### src/sv/assert_macros.svh
// Assertion helpers shared by the RTL files.
// All checks sample on i_clk and are off while i_rst_n is low.
`ifndef ASSERT_MACROS_SVH
`define ASSERT_MACROS_SVH

// Condition holds on every sampled edge.
`define SBL_ASSERT(lbl, cond, msg) \
    lbl: assert property (@(posedge i_clk) disable iff (!i_rst_n) (cond)) else $error(msg);

// Consequent holds in the same cycle as the antecedent.
`define SBL_ASSERT_IMPL(lbl, ante, cons, msg) \
    lbl: assert property (@(posedge i_clk) disable iff (!i_rst_n) (ante) |-> (cons)) \
        else $error(msg);

// Consequent holds in the cycle after the antecedent.
`define SBL_ASSERT_NEXT(lbl, ante, cons, msg) \
    lbl: assert property (@(posedge i_clk) disable iff (!i_rst_n) (ante) |=> (cons)) \
        else $error(msg);

`endif

### src/sv/sbl_pkg.sv
`timescale 1ns / 1ps

package sbl_pkg;

    localparam int MAX_WIDTH  = 1024;
    localparam int COL_W      = $clog2(MAX_WIDTH);
    localparam int WIDTH_W    = 11;
    localparam int ROW_W      = 16;
    localparam int PIX_W      = 8;
    localparam int CFG_IDX_W  = 2;
    localparam int CFG_DATA_W = 16;
    localparam int RAD_W      = 2 * PIX_W + 1;
    localparam int ROOT_W     = (RAD_W + 1) / 2;

    typedef logic [PIX_W-1:0]      t_pix;
    typedef logic [ROW_W-1:0]      t_row;
    typedef logic [COL_W-1:0]      t_col;
    typedef logic [WIDTH_W-1:0]    t_width;
    typedef logic [CFG_IDX_W-1:0]  t_cfg_idx;
    typedef logic [CFG_DATA_W-1:0] t_cfg_data;

    // One line-store word: row two above and row just above.
    typedef struct packed {
        t_pix upper;
        t_pix lower;
    } t_line_pair;

    // Register indexes on the config port
    localparam t_cfg_idx CFG_IMAGE_WIDTH  = CFG_IDX_W'(0);
    localparam t_cfg_idx CFG_IMAGE_HEIGHT = CFG_IDX_W'(1);
    localparam t_cfg_idx CFG_COMBINE_MODE = CFG_IDX_W'(2);

    localparam t_width WIDTH_RESET  = WIDTH_W'(MAX_WIDTH);
    localparam t_row   HEIGHT_RESET = ROW_W'(480);
    localparam t_width WIDTH_MIN    = WIDTH_W'(3);
    localparam t_row   HEIGHT_MIN   = ROW_W'(3);
    localparam t_pix   PIX_MAX      = {PIX_W{1'b1}};

endpackage

### src/sv/sbl_grad.sv
`timescale 1ns / 1ps

// Two-column window plus the Sobel sums for the current column.
module sbl_grad (
    input  logic          i_clk,
    input  logic          i_rst_n,
    input  logic          i_shift,
    input  sbl_pkg::t_pix i_top,
    input  sbl_pkg::t_pix i_mid,
    input  sbl_pkg::t_pix i_pix,
    output sbl_pkg::t_pix o_gx,
    output sbl_pkg::t_pix o_gy
);

    localparam int SUM_W = sbl_pkg::PIX_W + 3;

    typedef logic [SUM_W-2:0] t_tap;

    // column c-1 and column c-2
    sbl_pkg::t_pix r_t1, r_m1, r_b1;
    sbl_pkg::t_pix r_t0, r_m0, r_b0;

    function automatic t_tap tap_sum(sbl_pkg::t_pix a, sbl_pkg::t_pix b, sbl_pkg::t_pix c);
        tap_sum = t_tap'(a) + (t_tap'(b) << 1) + t_tap'(c);
    endfunction

    // |s| / 4, round half to even, clamp
    function automatic sbl_pkg::t_pix grad_scale(logic signed [SUM_W-1:0] s);
        logic [SUM_W-1:0]         mag;
        logic [sbl_pkg::PIX_W:0]  q;
        logic                     up;
        mag = s[SUM_W-1] ? SUM_W'(-s) : SUM_W'(s);
        up  = (mag[1:0] == 2'd3) || ((mag[1:0] == 2'd2) && mag[2]);
        q   = (sbl_pkg::PIX_W + 1)'(mag[SUM_W-1:2]) + (sbl_pkg::PIX_W + 1)'(up);
        grad_scale = q[sbl_pkg::PIX_W] ? sbl_pkg::PIX_MAX : q[sbl_pkg::PIX_W-1:0];
    endfunction

    t_tap                    px, nx, py, ny;
    logic signed [SUM_W-1:0] sx, sy;

    assign px = tap_sum(i_top, i_mid, i_pix);
    assign nx = tap_sum(r_t0, r_m0, r_b0);
    assign py = tap_sum(r_b0, r_b1, i_pix);
    assign ny = tap_sum(r_t0, r_t1, i_top);
    assign sx = $signed({1'b0, px}) - $signed({1'b0, nx});
    assign sy = $signed({1'b0, py}) - $signed({1'b0, ny});

    assign o_gx = grad_scale(sx);
    assign o_gy = grad_scale(sy);

    always_ff @(posedge i_clk) begin
        if (!i_rst_n) begin
            r_t1 <= '0;
            r_m1 <= '0;
            r_b1 <= '0;
            r_t0 <= '0;
            r_m0 <= '0;
            r_b0 <= '0;
        end else if (i_shift) begin
            r_t0 <= r_t1;
            r_m0 <= r_m1;
            r_b0 <= r_b1;
            r_t1 <= i_top;
            r_m1 <= i_mid;
            r_b1 <= i_pix;
        end
    end

endmodule

### config.mk
export PLATFORM = sky130hd
export DESIGN_NAME = sbl_grad
export DESIGN_NICKNAME = d
export VERILOG_FILES = /design/src/sv/assert_macros.svh /design/src/sv/sbl_pkg.sv /design/src/sv/sbl_grad.sv
export SDC_FILE = /design/constraint.sdc
export NUM_CORES = 1
export LEC_CHECK = 0
export BUFFER_PORTS_ARGS = -buffer_cell sky130_fd_sc_hd__buf_4
export CORE_UTILIZATION = 60
export CTS_CLUSTER_DIAMETER = 30
export DETAILED_ROUTE_END_ITERATION = 6
export PLACE_DENSITY = 0.8
export SETUP_SLACK_MARGIN = 0.5
export SYNTH_ARGS = -nofsm -noshare
export SYNTH_HDL_FRONTEND = slang
export SYNTH_SLANG_ARGS = --single-unit
### constraint.sdc
create_clock -name i_clk -period 7.43 [get_ports i_clk]
set_clock_uncertainty 0.1 [all_clocks]
set_input_delay 0.743 -clock i_clk [delete_from_list [all_inputs] [get_ports i_clk]]
set_output_delay 0.743 -clock i_clk [all_outputs]
set_load 0.01 [all_outputs]
==> impl_metrics.toml <==
[outcome]
status = "finished, final reports clean"

[timing]
fin_crit_sh = 0.8918
fmax_ghz = 0.1509
worst_pin_slew_ns = 1.142
finalCriticalPeriod_ns = 6.626
drv_slew = 0
setup_viol = 0
fin_setup_tns_ns = 0
rsz0062_at_grt = "yes"
slew_headroom = 0.2267
hold_viol = 0

[setup_path]
crit_chain = "buf_4 > inv_1 > fa_1 > inv_1 > fa_1 > inv_1 > fa_1 > inv_1 > ha_1 > o211ai_1 > o21ai_2 > or3_1 > a41o_1 > nor2_1 > xnor2_1 > o221a_2 > ha_1 > ha_1 > o31ai_1 > and4bb_1 > a21oi_4 > nand2_1 > buf_4"
r2r.worst_path.cells = 2
end_kind = "output port"
critPathBufInv = 6
cpMostUsedCell = "inv_1"
setup.worst_path.class = "in2out"
r2r-start = "r_b1[7]$_SDFFE_PN0P_"
cp_max_fo = 8
slowest_stage = "fa_1"
arrival_ns = 5.78
start_kind = "primary input"
required_ns = 6.59
reg2reg_to = "r_b0[7]$_SDFFE_PN0P_"
cp_top_family = "adder cells"
max_stage_delay_ns = 0.54
regToRegSetupSlack_ns = 6.62

[clock_tree]
clock_tree.root_cell = "clkbuf_8"
cts_buffer_depth = 2
htreeDepth = 2
clkSinkCount = 48
clk_transition_reported_paths_ns = 0.09
cts_buffers = 5
ctsHoldBuffers = 0
clock_latency_ns = 0.30
cts_tree = "yes"

[final_layout]
area_delta_synth_final_pct = 9.779
fin_nets = 789
final_cell_mix = "inv_1 (135), fa_1 (62), nor2b_1 (50)"
diodes = 0
drive_above_1_share = 0.1207
final_common_cell = "inv_1"

[logic_synthesis]
synth-seq-area-share = 0.1711
syn-num-nets = 753
synthFlopType = "dfxtp_1"
synth.cell_area_mm2 = 0.005617
ys_top_cells_by_area = "fa_1 (22%), dfxtp_1 (17%), inv_1 (9.0%), mux2i_1 (8.7%), ha_1 (6.7%)"
async_flop_share = 0
netlist_instances = 634
synth.distinct_cells = 66
synth.avg_cell_area_um2 = 8.859
synth_edf_count = 0
yosys_warnings = 0
synth_top_area_frac = 0.2210
ys_ff_latch = 48
synth_top_cell_by_area = "fa_1"

[floorplan]
rows = 34
coreArea_mm2 = 0.008891
die_y_um = 98.75
dieArea_mm2 = 0.009752
io_pins = 43
chipWidth_um = 98.75
initial_core_util = 0.6317

[global_route]
grt.total_usage = 0.2485
overflow = 0
grt_first_pass_wirelength_um = 19850
antenna_found_initial = 0
grt_max_degree = 49
grt_pass1_vias = 4436

[hold_path]
min_path_type = "reg2reg"
min_path_cells = 2
holdPathEnd = "r_m0[4]$_SDFFE_PN0P_"
hp-start = "r_m1[4]$_SDFFE_PN0P_"

[drt]
vias = 4335
drt-vias-per-instance = 5.565
avgRoutedWirePerCell_um = 14.20
ant_nets = 0
drtIter0Drc = 228
wl_um = 11060
dr.pass1.iters = 5
drc = 0

[power]
power_mw = 2.820
p_leak_nw = 2.837
ir_drop_uv = 309.1
pwr_density_cell_mw_per_mm2 = 457.3

[placed_design]
port_buffers = 42
gp_congestion = 0.8846
post-dp-hpwl_um = 8893

[run]
drv_cap = 0
[cell families (layout without fill, tap and decap cells)]
family          Yosys count  after routing  share of synthesized area
buf+inv                 151            188                     0.1029
simple gates            172            172                     0.1735
fa+ha+maj                92             92                     0.2878
xor+xnor                 40             40                    0.06505
mux                      49             49                    0.08732
compound gates           82             82                     0.1123
flops                    48             48                     0.1711
[where the power goes]
| part | total [mW] | internal [mW] | switching, mW |
|---|---|---|---|
| clock | 0.205 | 0.110 | 0.0943 |
| combinational | 2.34 | 1.05 | 1.28 |
| sequential | 0.278 | 0.269 | 0.00848 |
[worst reg2reg max path, delay by kind of cell (launching register included)]
family	cells	cell delay, ns
flip-flops	1	0.40
multiplexers	1	0.10
AND/OR/NAND/NOR	1	0.15
[per-layer routing]
metal | global-route usage | share of wire | up-vias
met1 | 0.3208 | 0.45 | 2097
li1 | - | - | 2119
met2 | 0.4535 | 0.51 | 101
met3 | 0.02979 | 0.031 | 18
met4 | 0.04018 | 0.011 | 0
met5 | 0 | 0 | -
[synth_stat cells, types with 9 or more instances]
cell type  instances
inv_1            135
fa_1              62
nor2b_1           50
mux2i_1           49
dfxtp_1           48
ha_1              30
nor2_1            30
nand2_1           26
xnor2_1           26
a21oi_1           16
o21ai_0           13
xor2_1            12
clkbuf_1          10
nor3_1            10
and3_1             9
[sequential cells by signal (all words and copies together) (netlist names)]
register / flops
r_t0: 8
r_m0: 8
r_t1: 8
r_m1: 8
r_b1: 8
r_b0: 8
[what timing repair did]
item                                    CTS  global route
endpoints found under the setup margin    8            16
pin swaps                                 0             4
resized for setup                         2             7
buffers inserted                          0             2
[through the flow]
step / util / hold WS [ns] / setup WS, ns / cells / area (µm²)
floorplan: - / 0.3824 / 1.065 / 634 / 5617
global placement: 0.6752 / 0.3957 / 0.5990 / 769 / 6003
detailed placement: 0.6752 / 0.4031 / 0.4146 / 769 / 6003
CTS: 0.6891 / 0.4287 / 0.5300 / 777 / 6127
global route: 0.6935 / 0.4507 / 0.4778 / 779 / 6166
finish: 0.6935 / 0.4254 / 0.8038 / 779 / 6166
[worst max-delay path by stage]
stage,startpoint,end,slack [ns],depth (start not counted)
floorplan,i_top[5],o_gy[0],1.06,24
global placement,i_top[5],o_gy[0],0.60,24
detailed placement,i_top[5],o_gy[0],0.41,24
CTS,i_top[5],o_gx[3],0.53,23
global route,i_top[5],o_gy[0],0.48,24
finish,i_top[4],o_gx[3],0.80,23
[area by class of cell]
cell class / instances / area (µm²)
Clock buffer: 6 / 82.58
Clock inverter: 2 / 38.79
Multi-Input combinational cell: 435 / 4104
Fill cell: 712 / 2725
Inverter: 135 / 506.7
Sequential cell: 48 / 960.9
Tap cell: 108 / 135.1
Timing Repair Buffer: 45 / 337.8
Note: power is estimated with default switching activity, not from simulation.
