$ cat src/sv/assert_macros.svh
// Assertion helpers shared by the RTL files.
// All checks sample on i_clk and are off while i_rst_n is low.
`ifndef ASSERT_MACROS_SVH
`define ASSERT_MACROS_SVH

// Condition holds on every sampled edge.
`define SBL_ASSERT(lbl, cond, msg) \
    lbl: assert property (@(posedge i_clk) disable iff (!i_rst_n) (cond)) else $error(msg);

// Consequent holds in the same cycle as the antecedent.
`define SBL_ASSERT_IMPL(lbl, ante, cons, msg) \
    lbl: assert property (@(posedge i_clk) disable iff (!i_rst_n) (ante) |-> (cons)) \
        else $error(msg);

// Consequent holds in the cycle after the antecedent.
`define SBL_ASSERT_NEXT(lbl, ante, cons, msg) \
    lbl: assert property (@(posedge i_clk) disable iff (!i_rst_n) (ante) |=> (cons)) \
        else $error(msg);

`endif

$ cat src/sv/sbl_pkg.sv
`timescale 1ns / 1ps

package sbl_pkg;

    localparam int MAX_WIDTH  = 1024;
    localparam int COL_W      = $clog2(MAX_WIDTH);
    localparam int WIDTH_W    = 11;
    localparam int ROW_W      = 16;
    localparam int PIX_W      = 8;
    localparam int CFG_IDX_W  = 2;
    localparam int CFG_DATA_W = 16;
    localparam int RAD_W      = 2 * PIX_W + 1;
    localparam int ROOT_W     = (RAD_W + 1) / 2;

    typedef logic [PIX_W-1:0]      t_pix;
    typedef logic [ROW_W-1:0]      t_row;
    typedef logic [COL_W-1:0]      t_col;
    typedef logic [WIDTH_W-1:0]    t_width;
    typedef logic [CFG_IDX_W-1:0]  t_cfg_idx;
    typedef logic [CFG_DATA_W-1:0] t_cfg_data;

    // One line-store word: row two above and row just above.
    typedef struct packed {
        t_pix upper;
        t_pix lower;
    } t_line_pair;

    // Register indexes on the config port
    localparam t_cfg_idx CFG_IMAGE_WIDTH  = CFG_IDX_W'(0);
    localparam t_cfg_idx CFG_IMAGE_HEIGHT = CFG_IDX_W'(1);
    localparam t_cfg_idx CFG_COMBINE_MODE = CFG_IDX_W'(2);

    localparam t_width WIDTH_RESET  = WIDTH_W'(MAX_WIDTH);
    localparam t_row   HEIGHT_RESET = ROW_W'(480);
    localparam t_width WIDTH_MIN    = WIDTH_W'(3);
    localparam t_row   HEIGHT_MIN   = ROW_W'(3);
    localparam t_pix   PIX_MAX      = {PIX_W{1'b1}};

endpackage

$ cat src/sv/sbl_isqrt.sv
`timescale 1ns / 1ps
`include "assert_macros.svh"

// Digit-by-digit integer square root, one result bit per cycle.
module sbl_isqrt (
    input  logic                         i_clk,
    input  logic                         i_rst_n,
    input  logic                         i_start,
    input  logic [sbl_pkg::RAD_W-1:0]    i_radicand,
    output logic                         o_done,
    output logic [sbl_pkg::ROOT_W-1:0]   o_root
);

    localparam int RW    = sbl_pkg::ROOT_W;
    localparam int CNT_W = $clog2(RW + 1);
    localparam int REM_W = RW + 2;
    localparam int CUR_W = REM_W + 2;

    logic              r_busy;
    logic              r_done;
    logic [CNT_W-1:0]  r_cnt;
    logic [2*RW-1:0]   r_rad;
    logic [REM_W-1:0]  r_rem;
    logic [RW-1:0]     r_root;

    logic [CUR_W-1:0]  cur;
    logic [CUR_W-1:0]  trial;
    logic              fits;

    assign cur   = {r_rem, r_rad[2*RW-1 -: 2]};
    assign trial = {2'b00, r_root, 2'b01};
    assign fits  = (cur >= trial);

    always_ff @(posedge i_clk) begin
        if (!i_rst_n) begin
            r_busy <= 1'b0;
            r_done <= 1'b0;
            r_cnt  <= '0;
        end else begin
            // done pulses for one cycle after the last digit
            r_done <= !i_start && r_busy && (r_cnt == CNT_W'(1));
            if (i_start) begin
                r_busy <= 1'b1;
                r_cnt  <= CNT_W'(RW);
                r_rad  <= (2 * RW)'(i_radicand);
                r_rem  <= '0;
                r_root <= '0;
            end else if (r_busy) begin
                r_rad  <= r_rad << 2;
                r_rem  <= fits ? REM_W'(cur - trial) : REM_W'(cur);
                r_root <= {r_root[RW-2:0], fits};
                r_cnt  <= r_cnt - CNT_W'(1);
                if (r_cnt == CNT_W'(1)) begin
                    r_busy <= 1'b0;
                end
            end
        end
    end

    assign o_done = r_done;
    assign o_root = r_root;

    `SBL_ASSERT_IMPL(a_start_when_free, i_start, !r_busy, "sqrt restarted while busy")
    `SBL_ASSERT_IMPL(a_done_ends_run, r_done, !r_busy && $past(r_busy), "stray sqrt done")

endmodule

$ cat config.mk
export PLATFORM = sky130hd
export DESIGN_NAME = sbl_isqrt
export DESIGN_NICKNAME = d
export VERILOG_FILES = /design/src/sv/sbl_pkg.sv /design/src/sv/sbl_isqrt.sv
export VERILOG_INCLUDE_DIRS = /design/src /design/src/sv
export SDC_FILE = /design/constraint.sdc
export NUM_CORES = 1
export LEC_CHECK = 0
export ABC_AREA = 1
export BUFFER_PORTS_ARGS = -buffer_cell sky130_fd_sc_hd__buf_2
export CORE_ASPECT_RATIO = 0.9
export CORE_MARGIN = 2
export CORE_UTILIZATION = 50
export DETAILED_ROUTE_END_ITERATION = 12
export PLACE_DENSITY = 0.78
export SLEW_MARGIN = 30
export SYNTH_ARGS = -nofsm -noshare
export SYNTH_HDL_FRONTEND = slang
export SYNTH_SLANG_ARGS = --single-unit
$ cat constraint.sdc
create_clock -name i_clk -period 6.01 [get_ports i_clk]
set_clock_uncertainty 0.2 [all_clocks]
set_input_delay 0.9015 -clock i_clk [delete_from_list [all_inputs] [get_ports i_clk]]
set_output_delay 0.9015 -clock i_clk [all_outputs]
set_load 0.02 [all_outputs]
==> impl_metrics.toml, run 1 <==
[sta]
timing.fmax_mhz = 345.1
fin_crit_sh_pct = 48.22
maxSlewViolCount = 0
setup_tns_ns = 0
period_needed_ns = 2.898
relSlewSlack_pct = 39.25
setup_violations = 0
rsz0062_at_grt = "no"
hold_violations = 0
tightest_slew_ns = 0.9103

[floorplan]
row_count = 24
initial_utilization_pct = 52.13
dieArea_um2 = 5659
die_x_um = 79.08
chipHeight_um = 71.57
pin_count = 30
core_um2 = 4865

[pwr]
peakVddDrop_mv = 0.1984
seq_power_share_pct = 48.6
power_frac_comb_pct = 22.2
p_leak_uw = 0.001425
power_frac_clock_pct = 29.3
p_per_area_nw_per_um2 = 268.3
internal_power_uw = 546.0
fin_total_pwr_uw = 768.1
p_sw_share_pct = 28.92
p_switching_uw = 222.1

[cts]
cts_tree = "built"
cts_root_buffer = "clkbuf_8"
hold_buffers = 0
clk_latency_ns = 0.30
clock_sinks = 44
clock_path_buffers = 2
postCtsSetupBuffers = 0
ctsHtreeMaxLevel = 2
clkTransAtPathRegs_ns = 0.08
cts_resized = 0
cts_made_buffers = 5

[synthesis]
synth.distinct_cells = 26
syn_avg_cell_area_um2 = 8.001
synth.net_count = 350
ys_seq_area_share_pct = 49.73
syn_inst = 317
yosysWarnings = 0
syn_area_um2 = 2536
synth_seq_cells = 44

[worst_setup_path]
slowest_delay_ns = 0.53
slowest_stage = "inv_1"
worst_setup_path_end_kind = "flip-flop"
path_buf_inv = 4
path_max_fanout = 31
critical_path_arrival_ns = 2.71
crit_type = "in -> reg"
required_ns = 5.82
path_cells = "buf_2 > inv_1 > a21oi_4 > buf_8 > buf_16"
crit_path_start_kind = "primary input"
cp_top_family = "buffers and inverters"

[placed_design]
port_buffers = 29
hpwl_um = 3643
place.gp.congestion = 0.8649

[finish]
final_util_pct = 58.85
area_delta_synth_final_pct = 12.88
seq_area_um2 = 1261
n_antenna_cell = 0
drive_gt1_share_pct = 13.87
multi_input_area_um2 = 1056
nets = 378
fillerInstances = 462

[route]
detail-route-antenna-nets = 0
drc_errors = 0
drtIter0Drc = 129
routed.top_layer = "met4"
first_pass_iters = 4
vias = 2023
wl_per_cell_um = 12.08
wl_met3_um = 206
via_per_inst = 4.922
met1_length_um = 2315
wl_met2_um = 2362
totalWireLength_um = 4963

[worst_hold_path]
min_path_type = "reg -> reg"

[outcome]
status = "complete, no violations"

[global_route]
track_usage_pct = 19.67
grt_max_degree = 32
grt_pass1_wl_um = 8590
grt_pass1_vias = 1907
antenna_found_initial = 0
overflow = 0

[run]
maxCapViolations = 0
[kinds of logic after synthesis]
logic type | Yosys count | share of synthesized area (%)
AO/OA/AOI/OAI | 14 | 3.158
XOR/XNOR | 4 | 1.382
adder cells (fa/ha/maj) | 13 | 6.414
buffers and inverters | 54 | 9.077
flip-flops | 44 | 49.73
AND/OR/NAND/NOR | 188 | 30.24
[power by group through the flow]
| stage | Combinational, uW | Sequential, uW | Clock [uW] |
|---|---|---|---|
| 2_1_floorplan | 127 | 381 | 0 |
| 3_3_place_gp | 160 | 379 | 0 |
| 4_1_cts | 170 | 373 | 231 |
| 3_5_place_dp | 169 | 380 | 0 |
| 6_report | 170 | 373 | 225 |
| 5_1_grt | 196 | 376 | 243 |
[cells in the final DEF (no fill, tap or decap)]
master      count
a31oi_1         1
o21ai_0         4
nor2_1         45
a211oi_1        1
edfxtp_1       38
clkinv_2        1
nand3b_1        3
xor2_1          1
dfxtp_1         6
xnor2_1         3
bufinv_16       1
a21oi_2         1
nand2_1       115
clkinvlp_4      1
buf_8           1
nand4_1         5
nand2_2         1
inv_1          41
a21o_1          1
a21oi_4         1
inv_2           3
nor2_2          1
nor3_1          4
buf_2          29
a21oi_1         5
nand3_2         2
nand3_1        12
ha_1           13
clkbuf_8        5
buf_16          1
[stage by stage]
step                      setup WS, ns  std cells  area [um^2]  hold slack, ns
final                            3.112        411         2863          0.2901
after global routing             2.911        411         2863          0.3141
after CTS                        3.092        411         2863          0.2908
after detailed placement         2.785        403         2751          0.2780
after global placement           2.546        401         2709          0.2646
after floorplan                  2.170        317         2536          0.2449
[routing by layer]
metal	GRT usage, %	vias up
met3	3.526	5
li1	-	1056
met1	27.18	916
met2	30.60	46
met5	0	-
met4	8.812	0
[worst paths after layout]
kind	startpoint	end	slack, ns	cells past startpoint
worst max-delay path	i_start	r_rad[3]	3.11	5
worst min-delay path	r_cnt[3]	r_cnt[3]	0.29	2
worst max register to register	o_root[2]	r_rem[10]	3.43	10
worst min register to register	r_cnt[3]	r_cnt[3]	0.29	2
[area by class of cell]
type                            instances  area share, %
Clock buffer                            5          2.404
Inverter                               44          5.769
Tap cell                               65          2.841
Sequential cell                        44          44.06
Multi-Input combinational cell        219          36.89
Clock inverter                          3          1.486
Timing Repair Buffer                   31          6.556
[cells in the mapped netlist]
library cell / n / area [um^2]
clkbuf_1: 5 / 18.77
nor3_1: 4 / 20.02
nand3_2: 2 / 20.02
buf_4: 1 / 7.510
a21oi_1: 6 / 30.03
nand4_1: 5 / 31.28
nand2_2: 1 / 6.260
edfxtp_1: 38 / 1141
nand2_1: 115 / 431.7
a211oi_1: 1 / 7.510
xnor2_1: 3 / 26.28
inv_2: 3 / 11.26
nand3_1: 12 / 60.06
buf_2: 1 / 5.000
ha_1: 13 / 162.7
nor2_2: 1 / 6.260
buf_6: 3 / 33.78
dfxtp_1: 6 / 120.1
xor2_1: 1 / 8.760
a31oi_1: 1 / 6.260
nor2_1: 45 / 168.9
o21ai_0: 4 / 20.02
a21o_1: 1 / 7.510
nand3b_1: 3 / 22.52
a21oi_2: 1 / 8.760
inv_1: 41 / 153.9
[state kept, by name, summed over array words and instances, names as in the netlist]
name and flops:
r_rad 18, r_rem 11, o_root 9, r_cnt 4
o_done 1, r_busy 1
[worst reg2reg max path: cells and delay by family, from the launching register on]
| kind | cells | cell delay, ns |
|---|---|---|
| fa+ha+maj | 1 | 0.29 |
| buf+inv | 2 | 0.16 |
| flops | 1 | 0.41 |
| compound gates | 1 | 0.30 |
| simple gates | 6 | 1.01 |
Note: power is estimated with default switching activity, not from simulation.
==> inputs of run 2 (changes only) <==
==> constraint.sdc (replaced) <==
create_clock -name i_clk -period 2.9 [get_ports i_clk]
set_clock_uncertainty 0.2 [all_clocks]
set_input_delay 0.435 -clock i_clk [delete_from_list [all_inputs] [get_ports i_clk]]
set_output_delay 0.435 -clock i_clk [all_outputs]
set_load 0.02 [all_outputs]
==> impl_metrics.toml, run 2 (same netlist as run 1, synthesis figures left out) <==
[outcome]
status = "complete, no violations"

[floorplan]
pin_count = 30
die_x_um = 79.08
dieArea_um2 = 5659
chipHeight_um = 71.57
row_count = 24
initial_utilization_pct = 52.13
core_um2 = 4865

[pwr]
p_per_area_nw_per_um2 = 555.6
peakVddDrop_mv = 0.3038
fin_total_pwr_uw = 1582
p_leak_uw = 0.001426

[worst_setup_path]
path_cells = "ha_1 > a21oi_1 > nand3_2 > nand2_2 > nand3_2 > nand2_1 > nand2_1 > nand2_1 > inv_1"
slowest_stage = "edfxtp_1"
path_buf_inv = 1
reg2reg_from = "r_rem[2]"
crit_path_start_kind = "flip-flop"
required_ns = 2.76
cp_top_family = "simple AND/OR/NAND/NOR gates"
reg2reg_depth = 9
critical_path_arrival_ns = 2.32
path_depth = 9
path_max_fanout = 21
slowest_delay_ns = 0.41
crit_type = "reg -> reg"
worst_setup_path_end_kind = "flip-flop"
startpoint = "r_rem[2]"
crit_path_frequent_cell = "nand2_1"

[route]
vias = 2015
wl_per_cell_um = 11.79
drc_errors = 0
drtIter0Drc = 159
totalWireLength_um = 4856
detail-route-antenna-nets = 0
via_per_inst = 4.891
first_pass_iters = 6

[sta]
hold_violations = 0
setup_violations = 0
fin_crit_sh_pct = 84.52
timing.fmax_mhz = 408.0
maxSlewViolCount = 0
rsz0062_at_grt = "no"
setup_tns_ns = 0
relSlewSlack_pct = 71.56
period_needed_ns = 2.451
worst_hold_slack_ns = 0.1886
tightest_slew_ns = 0.4261

[cts]
ctsHtreeMaxLevel = 2
clk_latency_ns = 0.30
cts_root_buffer = "clkbuf_8"
clock_path_buffers = 2
cts_tree = "built"
postCtsSetupBuffers = 0
cts_made_buffers = 5
clock_sinks = 44
clkTransAtPathRegs_ns = 0.09
hold_buffers = 0
cts_resized = 0

[worst_hold_path]
whs_path_depth = 3
min_path_type = "in -> reg"
worstHoldStart = "i_radicand[1]"

[global_route]
overflow = 0
antenna_found_initial = 0
grt_pass1_vias = 1972
grt_pass1_wl_um = 8604
grt_max_degree = 32
track_usage_pct = 19.22

[finish]
area_delta_synth_final_pct = 12.28
design_area_um2 = 2848
seq_area_um2 = 1261
mostFrequentLayoutCell = "nand2_1"
multi_input_area_um2 = 1056
largest_reg_flops = 18
drive_gt1_share_pct = 14.12
n_antenna_cell = 0
fillerInstances = 467
nets = 379
fin_cells = 412
layout_common_cells = "nand2_1, nor2_1, inv_1, edfxtp_1, buf_2"
regMostFlops = "r_rad"

[placed_design]
dpl_cell_area_um2 = 2731
port_buffers = 29
placed_cells = 404
hpwl_um = 3509
place.gp.congestion = 0.9210

[run]
maxCapViolations = 0
-- run 2: final timing paths --
check / to / slack [ns]
min: r_rad[1] / 0.19
min reg2reg: r_cnt[3] / 0.29
max reg2reg: r_rem[10] / 0.45
max: r_rem[10] / 0.45
-- run 2: power breakdown --
part | switching [uW] | internal [uW] | total (uW)
clock network | 219 | 247 | 467
logic | 219 | 124 | 343
registers | 24.4 | 748 | 772
total | 463 | 1120 | 1580
-- run 2: routing by layer --
layer,routed length [um],global-route usage (%)
met1,2234,25.74
met2,2368,31.73
met3,198,3.652
met4,54,6.322
met5,0,0
-- run 2: area by class of cell --
type                            instances  area share, %
Tap cell                               65          2.856
Timing Repair Buffer                   32          5.888
Inverter                               44          5.800
Sequential cell                        44          44.29
Multi-Input combinational cell        219          37.08
Clock buffer                            7          3.779
Clock inverter                          1         0.3076
-- run 2: tightest hold or removal path, delay by kind of cell --
| kind | cells | cell delay, ns |
|---|---|---|
| AND/OR/NAND/NOR | 1 | 0.04 |
| buffers and inverters | 2 | 0.11 |
-- run 2: through the flow --
stage                     worst slack, ns  util, %
after floorplan                    0.3774        -
after global placement             0.5525    56.15
final                              0.4490    58.54
after global routing               0.2597    58.54
after detailed placement           0.4760    56.15
after CTS                          0.4615    58.54
==> inputs of run 3 (changes only) <==
--- a/config.mk
+++ b/config.mk
@@ -12,7 +12,7 @@
 export CORE_MARGIN = 2
 export CORE_UTILIZATION = 50
 export DETAILED_ROUTE_END_ITERATION = 12
-export PLACE_DENSITY = 0.78
+export PLACE_DENSITY = 0.81
 export SLEW_MARGIN = 30
 export SYNTH_ARGS = -nofsm -noshare
 export SYNTH_HDL_FRONTEND = slang
==> constraint.sdc (replaced) <==
create_clock -name i_clk -period 2.1 [get_ports i_clk]
set_clock_uncertainty 0.2 [all_clocks]
set_input_delay 0.315 -clock i_clk [delete_from_list [all_inputs] [get_ports i_clk]]
set_output_delay 0.315 -clock i_clk [all_outputs]
set_load 0.02 [all_outputs]
==> impl_metrics.toml, run 3 (same netlist as run 1, synthesis figures left out) <==
[outcome]
status = "finished with violations"
violations = "negative setup slack"

[global_route]
grt_max_degree = 39
overflow = 0
antenna_found_initial = 0
grt_pass1_wl_um = 9639
track_usage_pct = 21.89
grt_pass1_vias = 2218

[sta]
fin_crit_sh_pct = 100.6
period_needed_ns = 2.112
maxSlewViolCount = 0
relSlewSlack_pct = 80.46
rsz0062_at_grt = "yes"
setup_violations = 8
timing.fmax_mhz = 473.5
worst_hold_slack_ns = 0.07274
fin_ws_ns = -0.01182
hold_violations = 0
tightest_slew_ns = 0.2932

[finish]
n_antenna_cell = 0
final_util_pct = 68.93
drive_gt1_share_pct = 33.16
mostFrequentLayoutCell = "nand2_1"
largest_reg_flops = 18
area_delta_synth_final_pct = 32.22
layout_common_cells = "nand2_1, edfxtp_1, nor2_1, inv_1, buf_4"
regMostFlops = "r_rad"
nets = 412

[floorplan]
row_count = 24
core_um2 = 4865
initial_utilization_pct = 52.13
chipHeight_um = 71.57
pin_count = 30
die_x_um = 79.08
dieArea_um2 = 5659

[pwr]
seq_power_share_pct = 43.8
p_sw_share_pct = 30.67
peakVddDrop_mv = 0.4680
p_per_area_nw_per_um2 = 734.0
power_frac_comb_pct = 29.1
power_frac_clock_pct = 27.1
p_switching_uw = 754.8
p_leak_uw = 0.001604
internal_power_uw = 1707

[worst_setup_path]
crit_path_start_kind = "flip-flop"
path_cells = "ha_4 > nand2_2 > nor3_4 > nand3_2 > nand3_4 > buf_8 > nand2_2 > nand2_2 > nor2_2"
crit_type = "reg -> reg"
reg2reg_depth = 9
path_max_fanout = 8
startpoint = "r_rem[7]"
slowest_stage = "edfxtp_1"
worstSetupEndpoint = "r_rem[7]"
crit_path_frequent_cell = "nand2_2"
r2r-end = "r_rem[7]"
cp_top_family = "simple AND/OR/NAND/NOR gates"
path_depth = 9
worst_setup_path_end_kind = "flip-flop"
path_buf_inv = 1
critical_path_arrival_ns = 1.99
reg2reg_from = "r_rem[7]"
required_ns = 1.98
rrSetupSlack_ns = -0.01
slowest_delay_ns = 0.46

[cts]
clk_latency_ns = 0.31
clkTransAtPathRegs_ns = 0.09
cts_made_buffers = 5
cts_root_buffer = "clkbuf_8"
clock_sinks = 44
clock_path_buffers = 2
cts_tree = "built"
ctsHtreeMaxLevel = 2

[placed_design]
hpwl_um = 3775
port_buffers = 29
place.gp.congestion = 0.9986

[route]
detail-route-antenna-nets = 0
first_pass_iters = 4
drtIter0Drc = 134
vias = 2234
totalWireLength_um = 5969
wl_per_cell_um = 13.41
via_per_inst = 5.020
drc_errors = 0

[worst_hold_path]
min_path_type = "in -> reg"

[run]
maxCapViolations = 0
==> run 3: cell type report <==
cell class / count / area [um^2]
multi-input cells: 219 / 1291
repair buffers: 65 / 442.9
inverters: 44 / 165.2
flip-flops and latches: 44 / 1261
well taps: 65 / 81.33
clock buffers: 5 / 68.82
clock inverters: 3 / 42.54
fillers: 387 / 1511
==> run 3: worst reg2reg max path: cells and delay by family (launching register included) <==
| kind | cells | cell delay, ns |
|---|---|---|
| simple gates | 7 | 0.73 |
| buf+inv | 1 | 0.15 |
| fa+ha+maj | 1 | 0.34 |
| flops | 1 | 0.46 |
==> run 3: worst min path at each step <==
| stage | start | end | depth (start not counted) |
|---|---|---|---|
| 6_report | i_radicand[1] | r_rad[1] | 3 |
| 5_1_grt | i_radicand[8] | r_rad[8] | 3 |
| 4_1_cts | i_rst_n | r_cnt[0] | 3 |
| 3_5_place_dp | r_cnt[3] | r_cnt[3] | 2 |
| 3_3_place_gp | r_cnt[3] | r_cnt[3] | 2 |
| 2_1_floorplan | i_rst_n | r_cnt[0] | 2 |
==> run 3: metrics by stage <==
stage / power (uW) / worst slack (ns) / instances / cell area (um^2) / TNS, ns
2_1_floorplan: 1464 / 0.001207 / 317 / 2564 / 0
3_3_place_gp: 1619 / -0.07597 / 423 / 2903 / -0.2387
3_5_place_dp: 1634 / -0.09112 / 423 / 2903 / -0.6906
4_1_cts: 2356 / 0.009745 / 435 / 3181 / 0
5_1_grt: 2581 / -0.06767 / 445 / 3353 / -0.6207
6_report: 2461 / -0.01182 / 445 / 3353 / -0.04823
==> run 3: power by group through the flow <==
stage | Combinational [uW] | Clock, uW | Sequential [uW]
final | 717 | 667 | 1080
after global placement | 535 | 0 | 1080
after CTS | 609 | 673 | 1070
after detailed placement | 547 | 0 | 1090
after floorplan | 374 | 0 | 1090
after global routing | 792 | 706 | 1080
==> run 3: routing by layer <==
metal  routed length (um)  track usage (%)  up-vias
li1                     -                -     1123
met5                    0                0        -
met1                 2519            27.62     1020
met4                   93            7.854        0
met3                  343            4.534        9
met2                 3013            37.48       82
==> run 3: timing repair <==
action,4_1_cts,5_1_grt
pin swaps,3,19
setup buffers,4,10
hold buffers,0,0
resized for setup,21,32
endpoints found under the setup margin,11,11
